## config.mk

```make
export PLATFORM = sky130hd
export DESIGN_NAME = rarmt_ctrl
export DESIGN_NICKNAME = d
export VERILOG_FILES = /design/src/design/rarmt_pkg.sv /design/src/design/rarmt_ctrl.sv
export SDC_FILE = /design/constraint.sdc
export NUM_CORES = 1
export LEC_CHECK = 0
export ABC_AREA = 1
export BUFFER_PORTS_ARGS = -buffer_cell sky130_fd_sc_hd__buf_2
export CAP_MARGIN = 40
export CORE_AREA = 2 2 39 41
export DETAILED_ROUTE_END_ITERATION = 10
export DIE_AREA = 0 0 41 43
export PLACE_DENSITY = 0.47
export SYNTH_ARGS = -nofsm -noshare
export SYNTH_HDL_FRONTEND = slang
export SYNTH_SLANG_ARGS = --single-unit
```

## constraint.sdc

```tcl
create_clock -name clk -period 1.9 [get_ports clk]
set_input_delay 0.38 -clock clk [delete_from_list [all_inputs] [get_ports clk]]
set_output_delay 0.38 -clock clk [all_outputs]
set_load 0.03 [all_outputs]
```

## src/design/rarmt_pkg.sv

```systemverilog
// Shared types and constants for the range-assign / range-minimum store.
// Used by the controller, the datapath and the top level.
`default_nettype none
package rarmt_pkg;
    localparam int LEAVES_DEF     = 1024;
    localparam int VALUE_BITS_DEF = 20;
    localparam int FIELD_W        = 20;
    localparam int POS_W          = 11;
    localparam logic [FIELD_W-1:0] EMPTY_RESET = 20'd1000000;

    localparam logic KIND_QUERY  = 1'b0;
    localparam logic KIND_ASSIGN = 1'b1;

    typedef struct packed {
        logic clear;
        logic load;
        logic step;
        logic reply;
        logic reply_empty;
    } rarmt_cmd_t;

    typedef struct packed {
        logic clear_last;
        logic scan_last;
        logic range_empty;
        logic is_query;
        logic in_query;
    } rarmt_status_t;
endpackage
`default_nettype wire

```

## src/design/rarmt_ctrl.sv

```systemverilog
// Controller state machine: clearing pass, idle, range scan and drain.
// Depends on rarmt_pkg for command and status types.
`default_nettype none
module rarmt_ctrl
    import rarmt_pkg::*;
(
    input  wire logic          clk,
    input  wire logic          rst_n,
    input  wire logic          start,
    input  wire rarmt_status_t status,
    output rarmt_cmd_t         cmd,
    output logic               busy
);
    localparam logic [1:0] ST_CLEAR = 2'd0;
    localparam logic [1:0] ST_IDLE  = 2'd1;
    localparam logic [1:0] ST_SCAN  = 2'd2;
    localparam logic [1:0] ST_DRAIN = 2'd3;

    logic [1:0] state_reg;
    logic [1:0] state_next;

    always_ff @(posedge clk or negedge rst_n)
    begin
        if (!rst_n)
        begin
            state_reg <= ST_CLEAR;
        end
        else
        begin
            state_reg <= state_next;
        end
    end

    always_comb
    begin
        state_next = state_reg;
        cmd        = '0;
        busy       = 1'b1;
        case (state_reg)
            ST_CLEAR:
            begin
                cmd.clear = 1'b1;
                if (status.clear_last)
                begin
                    state_next = ST_IDLE;
                end
            end
            ST_IDLE:
            begin
                busy = 1'b0;
                if (start)
                begin
                    cmd.load = 1'b1;
                    if (status.range_empty)
                    begin
                        // empty range: queries answer at once, assigns drop
                        cmd.reply       = status.in_query;
                        cmd.reply_empty = status.in_query;
                    end
                    else
                    begin
                        state_next = ST_SCAN;
                    end
                end
            end
            ST_SCAN:
            begin
                cmd.step = 1'b1;
                if (status.scan_last)
                begin
                    state_next = status.is_query ? ST_DRAIN : ST_IDLE;
                end
            end
            ST_DRAIN:
            begin
                cmd.reply  = 1'b1;
                state_next = ST_IDLE;
            end
            default:
            begin
                state_next = ST_CLEAR;
            end
        endcase
    end
endmodule
`default_nettype wire

```

# Yosys cells after proc, flatten, opt, wreduce, memory -nomap -nowiden

Index checks and enable logic that the tools add are counted.

Output and inout bits: 6
Logic and storage cells: 25
Flip-flop bits (word level): 2
Input bits: 8

Multiplexer cells: 15
Reduce and logical (&&, ||, !) cells: 2
Equal/unequal tests: 7

Operators with widths:

| operator           | number |
|---|---|
| $mux 2             | 7 |
| $ne 2x2->1 const B | 4 |
| $pmux 2 s4         | 1 |
| $mux 1             | 6 |
| $eq 2x2->1 const B | 2 |
| $reduce_and 4->1   | 1 |
| $eq 2x1->1 const B | 1 |
| $logic_not 2->1    | 1 |
| $pmux 1 s2         | 1 |

# Longest topological paths before layout

Depth in word-level cells: 3
Depth in mapped cells: 7
Gate-level depth less buffers: 7

# Worst setup path before layout

OpenSTA, ideal clock, no wires.

Kind: reg2out
Start: reg state_reg[1]
End: out cmd[1] in the netlist's numbering
Path buffers: 0
Cell stages (with the launch flop): 6
Data required time: 1.520 ns
Arrival: 1.401 ns
Slack: 0.119 ns
Path through: dfrtp_1 > inv_1 > ha_1 > nand2_1 > nor2_2 > or2_1

RTL lines:

| item                   | line             | source |
|---|---|---|
| from (decl)            | rarmt_ctrl.sv:19 | `logic [1:0] state_reg;` |
| from (signal assigned) | rarmt_ctrl.sv:30 | `state_reg <= state_next;` |
| to (decl)              | rarmt_ctrl.sv:11 | `output rarmt_cmd_t cmd,` |

==> results.md <==
- Seq cells post-synth: 2
- Max-cap violations: 0
- Final Max Slew Viols: 0
- Dominant cells by area after synthesis: nand2_1 (27%), ha_1 (26%), dfrtp_1 (21%)
- XOR/XNOR Fraction of Synth Area: 0%
- Number of setup buffers added after CTS: 0
- Share of cells above drive strength 1: 38.9%
- WP data arrival: 1.41 ns
- DR vias/cell: 3.91
- Die Wd: 41 microns
- Initial antenna violation count: 0
- Initial core utilization: 17.3%
- RSZ-0062 raised after global routing: no
- Syn nets: 50
- Synth Area in Adders: 26.2%
- I/O pin cnt: 14
- Fill count: 162
- Max reg flops: 2
- Primary FF master, synth: dfrtp_1
- Largest fanout on the critical path: 5
- Pin count of the biggest net entering global routing: 6
- Ant diodes: 0
- RD Place Congestion: 0.637
- Cell variety after synth: 10
- Clk_lat worst skew: 0.22 ns
- FP Rows: 14
- Sequential standard cell area: 51.3 sq um
- Peak VDD IR: 0.293 mV
- Dpl cell area: 324 sq um
- Fin crit period: 1.79 ns
- Clk_skew: 0.000847 ns
- Post-synth ARST share: 100%
- Gr usage total: 7.83%
- Endpoints failing hold: 0
- Via count of the first global-routing pass: 216
- R2R Path Start: state_reg[0]
- Drt initial violations: 3
- Clock root cell: clkbuf_4
- Placement Setup Slack: 0.269 ns
- Clock tree buffer depth: 2
- Via count: 274
- Fin area: 360 sq um
- Largest family of logic cells by synthesized area: simple AND/OR/NAND/NOR gates
- Post-Syn Instances: 37
- Critical Path Source Type: register
- Lkg Pwr: 0.234 nW
- Nets: 69
- Crit path launch: state_reg[1]
- Final Cycle Share: 94.1%
- Slew of the pin with the lowest slew margin: 0.145 ns
- Buffers added on ports: 13
- Routed WL: 520 microns
- FMAX: 559 MHz
- Die Ht: 43 microns
- Congestion Overflow GR: 0
- WP data required: 1.52 ns
- Post-synthesis mux area share: 0%
- Area fraction of the dominant cell type after synthesis: 26.7%
- Post-synthesis compound-gate area fraction: 4.71%
- Total Negative Setup Slacks: 0 ns
- Endpoints failing setup: 0
- Die Footprint: 1760 sq um
- Syn avg cell area: 6.46 sq um
- Final WS setup: 0.112 ns
- Cell with the most instances after synthesis: nand2_1
- Area growth, synth to finish: 50.8%
- Syn Std Cell Area: 239 sq um
- Clk sinks: 2
- Area taken by multi-input logic gates: 161 sq um
- R2R setup slack: 0.73 ns
- R2R cell count: 7
- Critical Setup Path Class: reg2out
- Dpl hpwl: 433 microns
- Core area: 1380 sq um
- Number of synthesized flops with an enable pin: 0
- Cts bufs inserted: 3
- Synth Area in Simple Gates: 35.6%
- Post-route ant nets: 0
- Slew HR: 90.3%
- CTS tree: done
- Synth area leader: nand2_1
- Hold Path Class: in2async
- Clock H-tree levels: 1
- First-pass GRT wire length: 814 microns
- Drt drc: 0
- Clock slew seen by the registers of the worst setup and hold paths: 0.03 ns
- Crit Reg-Reg Endpoint: state_reg[1]
- PwrDens: 1400 nW/um^2
- CP Capture Type: output port
- Hold WS: 0.473 ns
- Synth cell count leaders: nand2_1 (17), inv_1 (7), ha_1 (5)
- Status: complete, no violations
- Post-DR wirelength/cell: 7.43 microns
- Synth warn: 0
- Register area share after synthesis: 20.9%
- 1st-pass router iterations: 2
per-stage QoR:
stage	utilization, %	instances	total power, mW
4_1_cts	25.8	70	0.511
6_report	26.0	70	0.504
5_1_grt	26.0	70	0.572
2_1_floorplan	-	37	0.334
3_5_place_dp	23.4	66	0.411
3_3_place_gp	23.4	66	0.410
cell type report:
class	instances	share of cell area (%)
multi-input cells	27	44.8
repair buffers	14	20.8
flip-flops and latches	2	14.2
inverters	8	8.33
clock buffers	3	6.25
well taps	16	5.56
what timing repair did:
item	4_1_cts	5_1_grt
endpoints found under the setup margin	0	1
resized for setup	0	2
hold buffers	1	0
endpoints found under the hold margin	2	0
worst max path at each step:
| stage | to | slack, ns | depth (start not counted) |
|---|---|---|---|
| 2_1_floorplan | cmd[1] | 0.12 | 5 |
| 3_3_place_gp | cmd[1] | 0.28 | 6 |
| 3_5_place_dp | cmd[1] | 0.27 | 6 |
| 4_1_cts | cmd[1] | 0.03 | 6 |
| 5_1_grt | cmd[1] | 0.006 | 6 |
| 6_report | cmd[1] | 0.11 | 6 |
critical path, stage by stage, from the launching register on:
cell     delay, ns
dfrtp_2       0.43
inv_1         0.09
ha_2          0.22
nand2_1       0.09
nor2_2        0.09
or2_1         0.09
buf_2         0.18
where the power goes:
group          switching [mW]  internal (mW)
Sequential             0.0215         0.0624
Clock                  0.0222         0.0695
Combinational           0.217          0.112
Total                   0.260          0.244
cell families (layout without fill, tap and decap cells):
logic type	after synthesis	in the layout
DFF	2	2
buffers and inverters	8	25
and+or+nand+nor	21	21
adders and majority gates	5	5
AOI/OAI and AO/OA	1	1
routing by layer:
| layer | track usage, % | vias up | share of wire (%) |
|---|---|---|---|
| met5 | 0 | - | 0 |
| met4 | 10.0 | 0 | 4.6 |
| met3 | 3.14 | 4 | 11 |
| met2 | 10.3 | 12 | 44 |
| met1 | 7.72 | 117 | 40 |
| li1 | - | 141 | - |
cell usage in the layout, fill, tap and decap left out, drive strengths merged, types with 2 or more instances in the layout:
cell and instances:
nor2 2, clkbuf 3, dfrtp 2, inv 8
nand2 17, buf 13, ha 5
(Power assumes the default switching activity.)
